**config.mk**
```make
export PLATFORM = sky130hd
export DESIGN_NAME = bounded_double_ended_queue
export DESIGN_NICKNAME = d
export VERILOG_FILES = /design/src/rtl/bdeq_pkg.sv /design/src/rtl/bounded_double_ended_queue.sv /design/src/rtl/bdeq_ram.sv /design/src/rtl/bdeq_ctrl.sv /design/src/rtl/bdeq_dp.sv
export SDC_FILE = /design/constraint.sdc
export NUM_CORES = 1
export LEC_CHECK = 0
export BUFFER_PORTS_ARGS = -buffer_cell sky130_fd_sc_hd__buf_2
export CAP_MARGIN = 5
export CORE_ASPECT_RATIO = 1.5
export CORE_MARGIN = 2
export CORE_UTILIZATION = 45
export DETAILED_ROUTE_END_ITERATION = 8
export PLACE_DENSITY = 0.73
export REMOVE_ABC_BUFFERS = 1
export SYNTH_ARGS = -nofsm -noshare
export SYNTH_HDL_FRONTEND = slang
export SYNTH_SLANG_ARGS = --single-unit
```
**constraint.sdc**
```tcl
create_clock -name clk -period 4.8 [get_ports clk]
set_input_delay 0.48 -clock clk [delete_from_list [all_inputs] [get_ports clk]]
set_output_delay 0.48 -clock clk [all_outputs]
set_load 0.05 [all_outputs]
```
**src/rtl/bdeq_pkg.sv**
```systemverilog
package bdeq_pkg;

  localparam int DEPTH_DEF      = 16;
  localparam int DATA_WIDTH_DEF = 32;

  localparam int CAP_W   = 5;
  localparam int VAL_W   = 32;
  localparam int CMD_W   = 3;

  localparam logic [CAP_W-1:0] CAP_RESET = 5'd16;

  // stream payload layout
  localparam int IN_TDATA_W  = 40;
  localparam int IN_PAD_W    = IN_TDATA_W - CMD_W - VAL_W;
  localparam int OUT_TDATA_W = 72;
  localparam int OUT_PAD_W   = OUT_TDATA_W - (1 + VAL_W + VAL_W + 1 + 1);

  typedef enum logic [CMD_W-1:0] {
    CMD_PEEK       = 3'd0,
    CMD_PUSH_FRONT = 3'd1,
    CMD_PUSH_REAR  = 3'd2,
    CMD_POP_FRONT  = 3'd3,
    CMD_POP_REAR   = 3'd4
  } cmd_t;

  typedef enum logic [1:0] {
    ST_IDLE,
    ST_EXEC,
    ST_READ,
    ST_LOAD
  } state_t;

  // controller to datapath
  typedef struct packed {
    logic latch_in;
    logic exec;
    logic rd;
    logic load;
  } ctrl_cmd_t;

endpackage

```
**src/rtl/bounded_double_ended_queue.sv**
```systemverilog
// An accepted item passes through the execute, RAM read and load states before its
// result is valid; load waits while the output register holds an untaken result.
// A new item is accepted only once the previous one has been loaded to the output.
// An item may be accepted while the previous result waits in the output register.
// Reset (rst_n low, synchronous): queue emptied, front index 0, capacity 16;
// storage contents are not cleared.
module bounded_double_ended_queue
  import bdeq_pkg::*;
#(
  parameter int DEPTH      = DEPTH_DEF,
  parameter int DATA_WIDTH = DATA_WIDTH_DEF
) (
  input  logic                   clk,
  input  logic                   rst_n,
  input  logic                   in_tvalid,
  output logic                   in_tready,
  input  logic [IN_TDATA_W-1:0]  in_tdata,   // command[2:0], value[34:3], zero pad
  output logic                   out_tvalid,
  input  logic                   out_tready,
  output logic [OUT_TDATA_W-1:0] out_tdata,  // ok[0], front_value[32:1],
                                             // rear_value[64:33], empty_flag[65],
                                             // full_flag[66], zero pad
  input  logic                   cfg_wr_en,
  input  logic [CAP_W-1:0]       cfg_wr_data
);

  ctrl_cmd_t cmd;

  bdeq_ctrl u_ctrl (
    .clk        (clk),
    .rst_n      (rst_n),
    .in_tvalid  (in_tvalid),
    .in_tready  (in_tready),
    .out_tvalid (out_tvalid),
    .out_tready (out_tready),
    .cmd        (cmd)
  );

  bdeq_dp #(.DEPTH(DEPTH), .DATA_WIDTH(DATA_WIDTH)) u_dp (
    .clk         (clk),
    .rst_n       (rst_n),
    .cmd         (cmd),
    .in_tdata    (in_tdata),
    .cfg_wr_en   (cfg_wr_en),
    .cfg_wr_data (cfg_wr_data),
    .out_tdata   (out_tdata)
  );

endmodule

```
**src/rtl/bdeq_ram.sv**
```systemverilog
module bdeq_ram #(
  parameter int WIDTH = 32,
  parameter int DEPTH = 16,
  localparam int AW   = (DEPTH > 1) ? $clog2(DEPTH) : 1
) (
  input  logic             clk,
  input  logic             wr_en,
  input  logic [AW-1:0]    wr_addr,
  input  logic [WIDTH-1:0] wr_data,
  input  logic             rd_en,
  input  logic [AW-1:0]    rd_addr,
  output logic [WIDTH-1:0] rd_data
);

  logic [WIDTH-1:0] mem [DEPTH];
  logic [WIDTH-1:0] rd_data_r;

  always_ff @(posedge clk) begin
    if (wr_en) begin
      mem[wr_addr] <= wr_data;
    end
    if (rd_en) begin
      rd_data_r <= mem[rd_addr];
    end
  end

  assign rd_data = rd_data_r;

endmodule

```
**src/rtl/bdeq_ctrl.sv**
```systemverilog
module bdeq_ctrl
  import bdeq_pkg::*;
(
  input  logic      clk,
  input  logic      rst_n,
  input  logic      in_tvalid,
  output logic      in_tready,
  output logic      out_tvalid,
  input  logic      out_tready,
  output ctrl_cmd_t cmd
);

  state_t state_r, state_nxt;
  logic   out_valid_r, out_valid_nxt;
  logic   slot_free;

  // output register can take a new result
  assign slot_free = !out_valid_r || out_tready;

  always_comb begin
    state_nxt = state_r;
    unique case (state_r)
      ST_IDLE: if (in_tvalid) state_nxt = ST_EXEC;
      ST_EXEC: state_nxt = ST_READ;
      ST_READ: state_nxt = ST_LOAD;
      ST_LOAD: if (slot_free) state_nxt = ST_IDLE;
      default: state_nxt = ST_IDLE;
    endcase
  end

  always_comb begin
    cmd = '0;
    unique case (state_r)
      ST_IDLE: cmd.latch_in = in_tvalid;
      ST_EXEC: cmd.exec     = 1'b1;
      ST_READ: cmd.rd       = 1'b1;
      ST_LOAD: cmd.load     = slot_free;
      default: cmd = '0;
    endcase
  end

  always_comb begin
    out_valid_nxt = out_valid_r;
    if (cmd.load) begin
      out_valid_nxt = 1'b1;
    end else if (out_tready) begin
      out_valid_nxt = 1'b0;
    end
  end

  always_ff @(posedge clk) begin
    if (!rst_n) begin
      state_r     <= ST_IDLE;
      out_valid_r <= 1'b0;
    end else begin
      state_r     <= state_nxt;
      out_valid_r <= out_valid_nxt;
    end
  end

  assign in_tready  = (state_r == ST_IDLE);
  assign out_tvalid = out_valid_r;

  a_load_no_overwrite : assert property (@(posedge clk) disable iff (!rst_n)
    cmd.load |-> (!out_valid_r || out_tready))
    else $error("result loaded over a pending item");

  a_accept_exec : assert property (@(posedge clk) disable iff (!rst_n)
    (in_tvalid && in_tready) |=> (state_r == ST_EXEC && !in_tready))
    else $error("accepted item not executed next");

  a_read_then_load : assert property (@(posedge clk) disable iff (!rst_n)
    cmd.rd |=> (state_r == ST_LOAD))
    else $error("read not followed by load");

  a_cmd_onehot : assert property (@(posedge clk) disable iff (!rst_n)
    $onehot0(cmd))
    else $error("overlapping datapath commands");

endmodule

```
**src/rtl/bdeq_dp.sv**
```systemverilog
module bdeq_dp
  import bdeq_pkg::*;
#(
  parameter int DEPTH      = DEPTH_DEF,
  parameter int DATA_WIDTH = DATA_WIDTH_DEF
) (
  input  logic                    clk,
  input  logic                    rst_n,
  input  ctrl_cmd_t               cmd,
  input  logic [IN_TDATA_W-1:0]   in_tdata,
  input  logic                    cfg_wr_en,
  input  logic [CAP_W-1:0]        cfg_wr_data,
  output logic [OUT_TDATA_W-1:0]  out_tdata
);

  localparam int AW    = (DEPTH > 1) ? $clog2(DEPTH) : 1;
  localparam int CNT_W = $clog2(DEPTH + 1);
  localparam int SW    = ((AW > CNT_W) ? AW : CNT_W) + 1;
  localparam int EW    = (CNT_W > CAP_W) ? CNT_W : CAP_W;

  cmd_t                   cmd_r;
  logic signed [VAL_W-1:0] val_r;
  logic [AW-1:0]          front_r, front_nxt;
  logic [CNT_W-1:0]       cnt_r, cnt_nxt;
  logic [CAP_W-1:0]       cap_r;
  logic                   ok_r, ok_nxt;

  logic                   res_ok_r, res_empty_r, res_full_r;
  logic [VAL_W-1:0]       res_front_r, res_rear_r;

  logic [EW-1:0]          cap_ext, eff_cap;
  logic                   full;
  logic [AW-1:0]          front_dec, front_inc, rear_push_addr, rear_addr;
  logic                   wr_en;
  logic [AW-1:0]          wr_addr;
  logic [DATA_WIDTH-1:0]  wr_data;
  logic [DATA_WIDTH-1:0]  front_data, rear_data;

  function automatic logic [AW-1:0] wrap_idx(input logic [SW-1:0] s);
    logic [SW-1:0] t;
    t = (s >= SW'(DEPTH)) ? s - SW'(DEPTH) : s;
    return t[AW-1:0];
  endfunction

  // capacity zero acts as one, above the storage depth saturates
  assign cap_ext = EW'(cap_r);
  always_comb begin
    eff_cap = cap_ext;
    if (cap_ext == '0) begin
      eff_cap = EW'(1);
    end else if (cap_ext > EW'(DEPTH)) begin
      eff_cap = EW'(DEPTH);
    end
  end

  assign full = EW'(cnt_r) >= eff_cap;

  assign front_dec      = (front_r == '0) ? AW'(DEPTH - 1) : front_r - AW'(1);
  assign front_inc      = wrap_idx(SW'(front_r) + SW'(1));
  assign rear_push_addr = wrap_idx(SW'(front_r) + SW'(cnt_r));
  assign rear_addr      = (cnt_r == '0) ? front_r
                          : wrap_idx(SW'(front_r) + SW'(cnt_r) - SW'(1));

  assign wr_data = DATA_WIDTH'(val_r);

  always_comb begin
    front_nxt = front_r;
    cnt_nxt   = cnt_r;
    ok_nxt    = 1'b0;
    wr_en     = 1'b0;
    wr_addr   = rear_push_addr;
    unique case (cmd_r)
      CMD_PEEK: ok_nxt = 1'b1;
      CMD_PUSH_FRONT: begin
        wr_addr = front_dec;
        if (!full) begin
          front_nxt = front_dec;
          cnt_nxt   = cnt_r + CNT_W'(1);
          wr_en     = cmd.exec;
          ok_nxt    = 1'b1;
        end
      end
      CMD_PUSH_REAR: begin
        if (!full) begin
          cnt_nxt = cnt_r + CNT_W'(1);
          wr_en   = cmd.exec;
          ok_nxt  = 1'b1;
        end
      end
      CMD_POP_FRONT: begin
        if (cnt_r != '0) begin
          front_nxt = front_inc;
          cnt_nxt   = cnt_r - CNT_W'(1);
          ok_nxt    = 1'b1;
        end
      end
      CMD_POP_REAR: begin
        if (cnt_r != '0) begin
          cnt_nxt = cnt_r - CNT_W'(1);
          ok_nxt  = 1'b1;
        end
      end
      default: ok_nxt = 1'b0;
    endcase
  end

  always_ff @(posedge clk) begin
    if (!rst_n) begin
      front_r <= '0;
      cnt_r   <= '0;
      cap_r   <= CAP_RESET;
    end else begin
      if (cfg_wr_en) begin
        cap_r <= cfg_wr_data;
      end
      if (cmd.exec) begin
        front_r <= front_nxt;
        cnt_r   <= cnt_nxt;
      end
    end
  end

  always_ff @(posedge clk) begin
    if (cmd.latch_in) begin
      cmd_r <= cmd_t'(in_tdata[CMD_W-1:0]);
      val_r <= in_tdata[CMD_W +: VAL_W];
    end
    if (cmd.exec) begin
      ok_r <= ok_nxt;
    end
    if (cmd.load) begin
      res_ok_r    <= ok_r;
      res_empty_r <= (cnt_r == '0);
      res_full_r  <= full;
      res_front_r <= (cnt_r == '0) ? '1 : VAL_W'(front_data);
      res_rear_r  <= (cnt_r == '0) ? '1 : VAL_W'(rear_data);
    end
  end

  // two copies of the storage, one read port each for front and rear
  bdeq_ram #(.WIDTH(DATA_WIDTH), .DEPTH(DEPTH)) u_ram_front (
    .clk     (clk),
    .wr_en   (wr_en),
    .wr_addr (wr_addr),
    .wr_data (wr_data),
    .rd_en   (cmd.rd),
    .rd_addr (front_r),
    .rd_data (front_data)
  );

  bdeq_ram #(.WIDTH(DATA_WIDTH), .DEPTH(DEPTH)) u_ram_rear (
    .clk     (clk),
    .wr_en   (wr_en),
    .wr_addr (wr_addr),
    .wr_data (wr_data),
    .rd_en   (cmd.rd),
    .rd_addr (rear_addr),
    .rd_data (rear_data)
  );

  assign out_tdata = {{OUT_PAD_W{1'b0}}, res_full_r, res_empty_r,
                      res_rear_r, res_front_r, res_ok_r};

  a_count_bound : assert property (@(posedge clk) disable iff (!rst_n)
    cmd.exec && (cmd_r == CMD_PUSH_FRONT || cmd_r == CMD_PUSH_REAR) && ok_nxt
      |=> (EW'(cnt_r) <= eff_cap))
    else $error("push took count past capacity");

  a_empty_pop_fails : assert property (@(posedge clk) disable iff (!rst_n)
    cmd.exec && cnt_r == '0 && (cmd_r == CMD_POP_FRONT || cmd_r == CMD_POP_REAR)
      |=> !ok_r && cnt_r == '0)
    else $error("pop on empty queue reported success");

  a_state_held : assert property (@(posedge clk) disable iff (!rst_n)
    !$past(cmd.exec) |-> $stable(cnt_r) && $stable(front_r))
    else $error("index or count moved outside execute");

endmodule

```
==> Word-level counts from Yosys, hierarchy flattened <==
Memory sizes are Yosys's and may differ from the RTL's. A register that Yosys moved wholly into a read port is not among the register bits.
Cells that the tools add are included.
Widths: inputs -> output; s select.
{ "classes": {"add_sub_neg": 9, "reduce_logical": 16, "n_eq_ne": 13, "div": 0, "n_lt_le_gt_ge": 5, "shifts": 0, "muxes": 30, "bitwise": 0, "multipliers": 0} }
{ "ops": {"columns": ["op", "n"], "rows": [
  ["$mux 4", 8],
  ["$mux 5", 4],
  ["$sub 4x1->4 const B", 4],
  ["$ge 6x5->1 const B", 2],
  ["$mux 1", 12],
  ["$logic_not 5->1", 2],
  ["$pmux 5 s2", 1],
  ["$pmux 2 s4", 1],
  ["$pmux 4 s2", 1],
  ["$reduce_and 4->1", 2],
  ["$add 4x5->6", 1],
  ["$eq 3x2->1 const B", 2],
  ["$ne 2x1->1 const B", 3],
  ["$ne 2x2->1 const B", 3],
  ["$reduce_bool 2->1", 3],
  ["$sub 6x1->6 const B", 1],
  ["$add 4x1->5 const B", 1],
  ["$add 5x1->5 const B", 1],
  ["$ge 5x5->1", 1],
  ["$ge 5x5->1 const B", 1],
  ["$gt 5x5->1 const B", 1],
  ["$reduce_bool 5->1", 1],
  ["$sub 5x1->5 const B", 1],
  ["$eq 2x2->1 const B", 2],
  ["12 further kinds", 14]
]} }
{ "word_totals": {"word_cells": 88, "n_memories": 2, "latchBits": 0, "in_bits": 50, "reg_bits": 120, "out_inout_bits": 74, "ram_bits": 1024, "mem_bits_ro": 0} }
{ "mem_list": {"columns": ["memory", "depth", "word_bits", "rd", "rd_clocked_by_memory_dff", "wr", "line_no", "text"], "rows": [
  ["u_dp.u_ram_front.mem", 16, 32, 1, 1, 1, "bdeq_ram.sv:15", "logic [WIDTH-1:0] mem [DEPTH];"],
  ["u_dp.u_ram_rear.mem", 16, 32, 1, 1, 1, "bdeq_ram.sv:15", null]
]} }

==> Logic depth before layout (Yosys ltp) <==
Gate-level depths: netlist (run 1).
{ "depth": {"depth_word": 8, "depth_mapped": 11} }

==> Hierarchy <==
From an unflattened synthesis (run 1), not the netlist that was laid out.
{ "unflattened": {"hier_cells": 2037, "area_unflattened_um2": 45401.0} }
{ "by_module_without_submodules": {"columns": ["module", "cells_per_inst", "area_each_um2", "instances", "seq_area_each_um2"], "rows": [
  ["bdeq_ram (u_dp.u_ram_rear)", 838, 20174.3, 1, 16335.7],
  ["bdeq_ram (u_dp.u_ram_front)", 838, 20155.6, 1, 16335.7],
  ["bdeq_dp", 339, 4862.2, 1, 3373.2],
  ["bdeq_ctrl", 22, 209.0, 1, 60.1]
]} }

==> Worst setup path after synthesis (run 1) <==
Ideal clock, no wire load.
{ "synth_timing": {"kind": "register -> register", "start": "register u_ctrl.out_valid_r (netlist: u_ctrl.out_tvalid)", "end": "register u_dp.res_empty_r (enable)", "setup_time_ns": 0.500, "setup_slack_ns": 0.623, "path_stages_with_launch": 3, "synth_period_minus_slack_ns": 4.177, "required_ns": 4.300, "arrival_ns": 3.676, "cell_sequence": "dfxtp_1 > nor2b_1 > nor2b_1"} }
{ "synth_rtl": {"columns": ["item", "line_no", "text"], "rows": [
  ["start: declaration", "bdeq_ctrl.sv:14", "logic out_valid_r, out_valid_nxt;"],
  ["start signal: assignment", "bdeq_ctrl.sv:57", "out_valid_r <= out_valid_nxt;"],
  ["end signal: assignment", "bdeq_dp.sv:133", "res_empty_r <= (cnt_r == '0);"],
  ["end: declaration", "bdeq_dp.sv:28", "logic res_ok_r, res_empty_r, res_full_r;"]
]} }

==> Worst setup path in the final report (run 1) <==
{ "layout_timing": {"start": "register u_dp.front_r[1]", "end": "register u_dp.u_ram_rear.rd_data_r[7] (netlist: u_dp.u_ram_rear.rd_data[7]), read port of u_dp.u_ram_rear.mem, data pin"} }
{ "layout_via": {"elab_chain_len": 5, "elab_cells_between_ends": 6} }
{ "layout_rtl": {"columns": ["item", "line_no", "text"], "rows": [
  ["start: declaration", "bdeq_dp.sv:23", "logic [AW-1:0] front_r, front_nxt;"],
  ["start signal: assignment", "bdeq_dp.sv:117", "front_r <= front_nxt;"],
  ["$add 4x5->6", "bdeq_dp.sv:62", ": wrap_idx(SW'(front_r) + SW'(cnt_r) - SW'(1));"],
  ["$sub 6x1->6", "bdeq_dp.sv:62", null],
  ["$ge 6x5->1 or $sub 4x1->4 (tied branches)", "bdeq_dp.sv:41", "t = (s >= SW'(DEPTH)) ? s - SW'(DEPTH) : s;"],
  ["$mux 4", "bdeq_dp.sv:41", null],
  ["$mux 4 (*)", "bdeq_dp.sv:61", "assign rear_addr = (cnt_r == '0) ? front_r"],
  ["end: declaration", "bdeq_ram.sv:16", "logic [WIDTH-1:0] rd_data_r;"]
]} }
Mark *: on every way between the ends. The rest lies on a longest branch, timed or not.
A chain may end at the register's enable or synchronous reset.

==> impl_metrics.csv, run 1 <==
group,metric,value,unit
run_status,outcome,"completed",
synth,synthArstFlopShare,0,%
critical_path,endpoint,"u_dp.u_ram_rear.rd_data[7]$_DFFE_PP_",
critical_path,timing.rr.end,"u_dp.u_ram_rear.rd_data[7]$_DFFE_PP_",
synth,yosysSeqAreaShare,68.3,%
routing,drt_pass1_iterations,7,
routing,vias,15900,
floorplanning,num_rows,116,
global_routing,grt_start_max_net_pins,105,
synth,syn_inst,1457,
critical_path,ff2ff_setup_slack,0.69,ns
floorplanning,die_area,69600,um2
placement,hpwl,40200,um
min_path,hold_class,"primary input to register",
final_layout,drive_gt1_share,34.3,%
timing,rsz0062_at_grt,"false",
floorplanning,ios,124,
pwr,irDropWorstVdd,0.000361,V
final_layout,final_common_cell,"edfxtp_1",
floorplanning,start_util,45.5,%
critical_path,cp-end-kind,"register",
timing,fin_crit_sh,85.7,%
final_layout,final_cell_mix,"679 x edfxtp_1, 272 x mux4_2, 113 x buf_2",
timing,finalMaxSlewViolations,0,
floorplanning,coreArea,66800,um2
routing,wl_per_cell,28.5,um
final_layout,regArea,20700,um2
pwr,leakage,10.7,nW
critical_path,arrival,4.49,ns
critical_path,rr_worst_depth,9,
global_routing,grt_pass1_vias,16600,
timing,setup_viol,0,
cts,ctsHtreeMaxLevel,2,
final_layout,multi_input_area,9220,um2
critical_path,start_kind,"register",
final_layout,num-fill-cells,5136,
critical_path,required,5.18,ns
final_layout,utilization,52.0,%
routing,drc_errors,0,
global_routing,grt_overflow_total,0,
timing,finalHoldViolCount,0,
timing,worstMarginPinSlew,1.06,ns
final_layout,diodes,0,
cts,clk_pin_slew_worst_paths,0.07,ns
final_layout,nNetsFinal,1685,
pwr,pwr_density_cell,578,nW/um2
global_routing,antenna_found_initial,0,
global_routing,grtUsageTotal,21.0,%
timing,slew_headroom,29.2,%
cts,clock_latency,0.65,ns
floorplanning,die_w,216,um
cts,cts.sinks,696,
critical_path,crit_type,"register to register",
cts,clockRootBuffer,"clkbuf_16",
placement,portBuffers,113,
floorplanning,die_h,322,um
synth,ys.flop_type,"edfxtp_1",
synth,synth_cell_type_count,62,
cts,cts_resized,0,
timing,clock.fmax,243,MHz
final_layout,area_growth,14.4,%
critical_path,cp_max_fo,29,
cts,numCtsBuffers,61,
synth,synth_seq_cells,696,
routing,via_per_inst,6.24,
critical_path,startpoint,"u_dp.front_r[1]$_SDFFE_PN0P_",
synth,ys.warnings.count,0,
routing,postRouteAntennaNets,0,
cts,cts_tree,"done",
synth,synth_edf_count,679,
synth,syn_area,30400,um2
synth,syn_area_per_cell,20.8,um2
run,drv_cap,0,
timing,finClkSkew,0.0179,ns
routing,wirelength,72600,um
cts,cts_buffer_depth,3,
timing,period_needed,4.11,ns
global_routing,grt_pass1_wl,107000,um
critical_path,rr_startpoint,"u_dp.front_r[1]$_SDFFE_PN0P_",
placement,gp_congestion,0.804,
timing,tns,0,ns
routing,drt_iter0_drc,1996,
-- power breakdown --
part / internal [mW] / total (mW) / leakage (nW) / switching (mW)
sequential: 7.67 / 8.14 / 6.23 / 0.463
combinational: 3.03 / 6.52 / 3.47 / 3.49
clock: 3.10 / 5.40 / 1.04 / 2.30
total: 13.8 / 20.1 / 10.7 / 6.25
-- state kept, by name (all words and copies together), names as in the netlist, 2 cells and up --
| signal | flops |
|---|---|
| u_ctrl.state_r | 2 |
| u_dp.cap_ext | 5 |
| u_dp.cmd_r | 3 |
| u_dp.cnt_r | 5 |
| u_dp.front_r | 4 |
| u_dp.res_front_r | 32 |
| u_dp.res_rear_r | 32 |
| u_dp.u_ram_front.rd_data | 32 |
| u_dp.u_ram_rear.mem | 512 |
| u_dp.u_ram_rear.rd_data | 32 |
| u_dp.val_r | 32 |
-- synth_stat cells (3+ instances only) --
cell type  count  area share, %
a211oi_1       9           0.22
a21o_1         6           0.15
a21oi_1       15           0.25
a221o_1       31            1.0
a22o_1        31           0.89
a31oi_1        3          0.062
and2_1         3          0.062
and3_1         5           0.10
buf_1         14           0.17
buf_12         4           0.26
buf_2          7           0.12
buf_4         16           0.40
clkbuf_1      57           0.70
dfxtp_1       17            1.1
edfxtp_1     679             67
ha_1          19           0.78
inv_1         16           0.20
mux2_2         3           0.11
mux2i_1       13           0.43
mux4_1        12            1.0
mux4_2       272             20
nand2_1       30           0.37
nand2b_1      65            1.3
nand3_1       15           0.25
nand3b_1       3          0.074
nor2_1        34           0.42
nor2b_1        3          0.062
nor3_1        10           0.16
o2111ai_1      3          0.087
o211ai_1       5           0.12
o21ai_0       12           0.20
xor2_1         5           0.14
-- how the worst min path moves through the flow --
| stage | from | end | cells past startpoint |
|---|---|---|---|
| final | in_tdata[0] | u_dp.cmd_r[0]$_DFFE_PP_ | 1 |
| after CTS | in_tdata[23] | u_dp.val_r[20]$_DFFE_PP_ | 1 |
| after detailed placement | u_dp.ok_r$_DFFE_PN_ | u_dp.res_ok_r$_DFFE_PP_ | 0 |
| after global placement | u_dp.ok_r$_DFFE_PN_ | u_dp.res_ok_r$_DFFE_PP_ | 0 |
| after global routing | in_tdata[0] | u_dp.cmd_r[0]$_DFFE_PP_ | 1 |
| after floorplan | u_dp.ok_r$_DFFE_PN_ | u_dp.res_ok_r$_DFFE_PP_ | 0 |
-- worst max-delay path: stages, from the launching register on --
cell and delay, ns:
dfxtp_4 0.67, inv_1 0.27, fa_1 0.49, xor2_1 0.46, o2111ai_1 0.30, o211a_1 0.26
mux2i_1 0.25, nand2_2 0.32, buf_4 0.40, a221o_1 0.40
-- per-layer routing --
metal / GRT usage (%) / routed length [um] / vias to the layer above
li1: - / - / 6540
met1: 26.1 / 26500 / 8444
met2: 37.4 / 38500 / 775
met3: 3.20 / 5270 / 151
met4: 7.09 / 2270 / 0
met5: 0 / 0 / -
-- logic make-up (layout without fill, tap and decap cells) --
logic type                 count (synthesis)  after routing  synth area share (%)
AOI/OAI and AO/OA                        133            133                  3.51
xor gates and xnor gates                   9              9                 0.350
adders and majority gates                 22             22                 0.948
buffers and inverters                    116            319                  1.93
DFF                                      696            696                  68.3
muxes                                    300            300                  21.8
other                                      1              5                0.0124
and+or+nand+nor                          180            180                  3.20
-- timing repair --
item,CTS,global route
hold buffers,28,1
hold endpoints to repair,28,1
buffers inserted,0,0
-- stage by stage --
step	worst slack, ns	cells	hold slack, ns	total power, mW	instance area, um2
6_report	0.688	2549	0.0299	20.1	34700
5_1_grt	0.504	2549	0.00844	20.8	34700
4_1_cts	0.748	2548	0.000630	20.2	34700
3_5_place_dp	0.789	2407	0.475	14.8	32300
3_3_place_gp	0.880	2407	0.476	14.6	32300
2_1_floorplan	-8.63	1361	0.400	12.8	29800
-- final cells by class --
cell class	instances	area share, %
Inverter	16	0.173
Multi-Input combinational cell	649	26.5
Clock buffer	67	4.58
Timing Repair Buffer	190	4.08
Sequential cell	696	59.7
Tap cell	885	3.19
Clock inverter	46	1.72
Note: power is estimated with default switching activity, not from simulation.
==> run 2, diff against run 1 <==
RECOVER_POWER = 50   (was unset)
==> run 2 against run 1 <==
The flow now finishes with violations (capacitance limit, slew limit). Via count hardly changed. Final area is 0.38% lower. Critical path depth stayed put. Sequential power hardly changed. Die area stayed put. Routed wire length hardly changed. Clock skew is 0.0023 ns lower. Combinational power hardly changed. First-iteration DRC count is 1.7% lower.
==> impl_metrics.csv, run 2 (synthesis gave the netlist of run 1 again) <==
group,metric,value,unit
run_status,outcome,"finished with violations",
run_status,violations,"capacitance limit, slew limit",
routing,wirelength,72500,um
routing,vias,15900,
timing,slew_headroom,-92.6,%
routing,dr_wl_met3,4860,um
floorplanning,num_rows,116,
timing,whs,0.0527,ns
cts,clock_latency,0.65,ns
final_layout,final_common_cell,"edfxtp_1",
routing,wl_met2,38400,um
cts,cts_setup_buffers,0,
critical_path,cpLargestDelayFamily,"adder cells",
final_layout,drive_gt1_share,29.5,%
placement,portBuffers,113,
critical_path,cp-end-kind,"register",
critical_path,startpoint,"u_dp.front_r[1]$_SDFFE_PN0P_",
timing,clock.fmax,243,MHz
final_layout,instances_no_fill,2549,
global_routing,antenna_found_initial,0,
floorplanning,ios,124,
routing,wirelength_met1,26900,um
timing,timing.final.ws_setup,0.679,ns
global_routing,grtUsageTotal,21.0,%
placement,pre_cts_ws,0.789,ns
cts,cts_buffer_depth,3,
final_layout,area_growth,14.0,%
critical_path,start_kind,"register",
critical_path,cp_max_fo,29,
floorplanning,start_util,45.5,%
cts,cts.sinks,696,
critical_path,crit_slowest_cell,"dfxtp_4",
timing,finalMaxSlewViolations,128,
global_routing,grt_start_max_net_pins,105,
placement,place_inst,2407,
final_layout,multi_input_area,9180,um2
cts,numCtsBuffers,61,
critical_path,slowest_delay,0.67,ns
timing,worstMarginPinSlew,2.89,ns
placement,gp_congestion,0.804,
timing,fin_crit_sh,85.9,%
global_routing,grt_pass1_vias,16600,
global_routing,grt_overflow_total,0,
cts,clk_pin_slew_worst_paths,0.06,ns
cts,cts_hold_buf,28,
placement,hpwl,40200,um
timing,setup_viol,0,
routing,drt_iter0_drc,1963,
cts,cts_resized,0,
final_layout,num-fill-cells,5177,
cts,clockRootBuffer,"clkbuf_16",
critical_path,path_buf_inv,2,
routing,postRouteAntennaNets,0,
timing,rsz0062_at_grt,"false",
routing,top_layer,"met4",
critical_path,cp_cell_sequence,"inv_1 > fa_1 > ha_1 > a21boi_0 > nor2_4 > buf_4 > mux4_1 > a22o_1 > a221o_1",
min_path,hold_path.startpoint,"cfg_wr_data[4]",
critical_path,required,5.18,ns
pwr,pwr_density_cell,579,nW/um2
timing,finClkSkew,0.0156,ns
floorplanning,die_area,69600,um2
floorplanning,die_h,322,um
final_layout,diodes,0,
global_routing,grt_pass1_wl,107000,um
routing,via_per_inst,6.24,
pwr,irDropWorstVdd,0.000365,V
routing,drc_errors,0,
cts,ctsHtreeMaxLevel,2,
final_layout,regArea,20700,um2
final_layout,final_cell_mix,"679 x edfxtp_1, 272 x mux4_2, 81 x clkbuf_1",
timing,finalHoldViolCount,0,
timing,period_needed,4.12,ns
final_layout,nNetsFinal,1685,
final_layout,largest_reg_flops,512,
floorplanning,die_w,216,um
floorplanning,coreArea,66800,um2
pwr,leakage,10.5,nW
critical_path,crit_type,"register to register",
final_layout,largest_register,"u_dp.u_ram_rear.mem",
run,drv_cap,3,
routing,drt_pass1_iterations,5,
routing,wl_per_cell,28.4,um
pwr,power.total,20.0,mW
critical_path,arrival,4.50,ns
critical_path,rr_startpoint,"u_dp.front_r[1]$_SDFFE_PN0P_",
cts,cts_tree,"done",
min_path,hold_class,"primary input to register",
[run 2: path summary, 6_finish.rpt]
| kind | depth (start not counted) | end | slack, ns |
|---|---|---|---|
| worst max-delay path | 9 | u_dp.u_ram_rear.rd_data[7]$_DFFE_PP_ | 0.68 |
| worst min-delay path | 3 | u_dp.cap_ext[4]$_SDFFE_PN1P_ | 0.05 |
| worst max register to register | 9 | u_dp.u_ram_rear.rd_data[7]$_DFFE_PP_ | 0.68 |
| worst min register to register | 0 | u_dp.res_ok_r$_DFFE_PP_ | 0.49 |
[run 2: metal layers]
metal  track usage (%)  vias to the layer above
li1                  -                     6547
met1              26.1                     8483
met2              37.4                      726
met3              3.20                      144
met4              7.09                        0
met5                 0                        -
[run 2: tightest hold or removal path, cell delays in order]
cell	delay, ns
buf_2	0.08
nand2_1	0.04
o211ai_1	0.07
[run 2: final cells by class]
cell class / count / area share, %
tap: 885 / 3.20
clock inverter: 46 / 1.73
timing repair buffer: 190 / 3.81
sequential: 696 / 60.0
inverter: 16 / 0.174
clock buffer: 67 / 4.60
multi-input combinational: 649 / 26.5
[run 2: power breakdown]
group | leakage [nW] | switching (mW) | internal, mW
logic | 3.27 | 3.48 | 3.00
registers | 6.23 | 0.457 | 7.69
clock network | 1.04 | 2.30 | 3.10
[run 2: through the flow]
step	cell area [um2]	utilization (%)	setup TNS, ns
5_1_grt	34600	51.8	0
3_5_place_dp	32300	48.3	0
6_report	34600	51.8	0
4_1_cts	34700	52.0	0
2_1_floorplan	29800	-	-2462.56
3_3_place_gp	32300	48.3	0
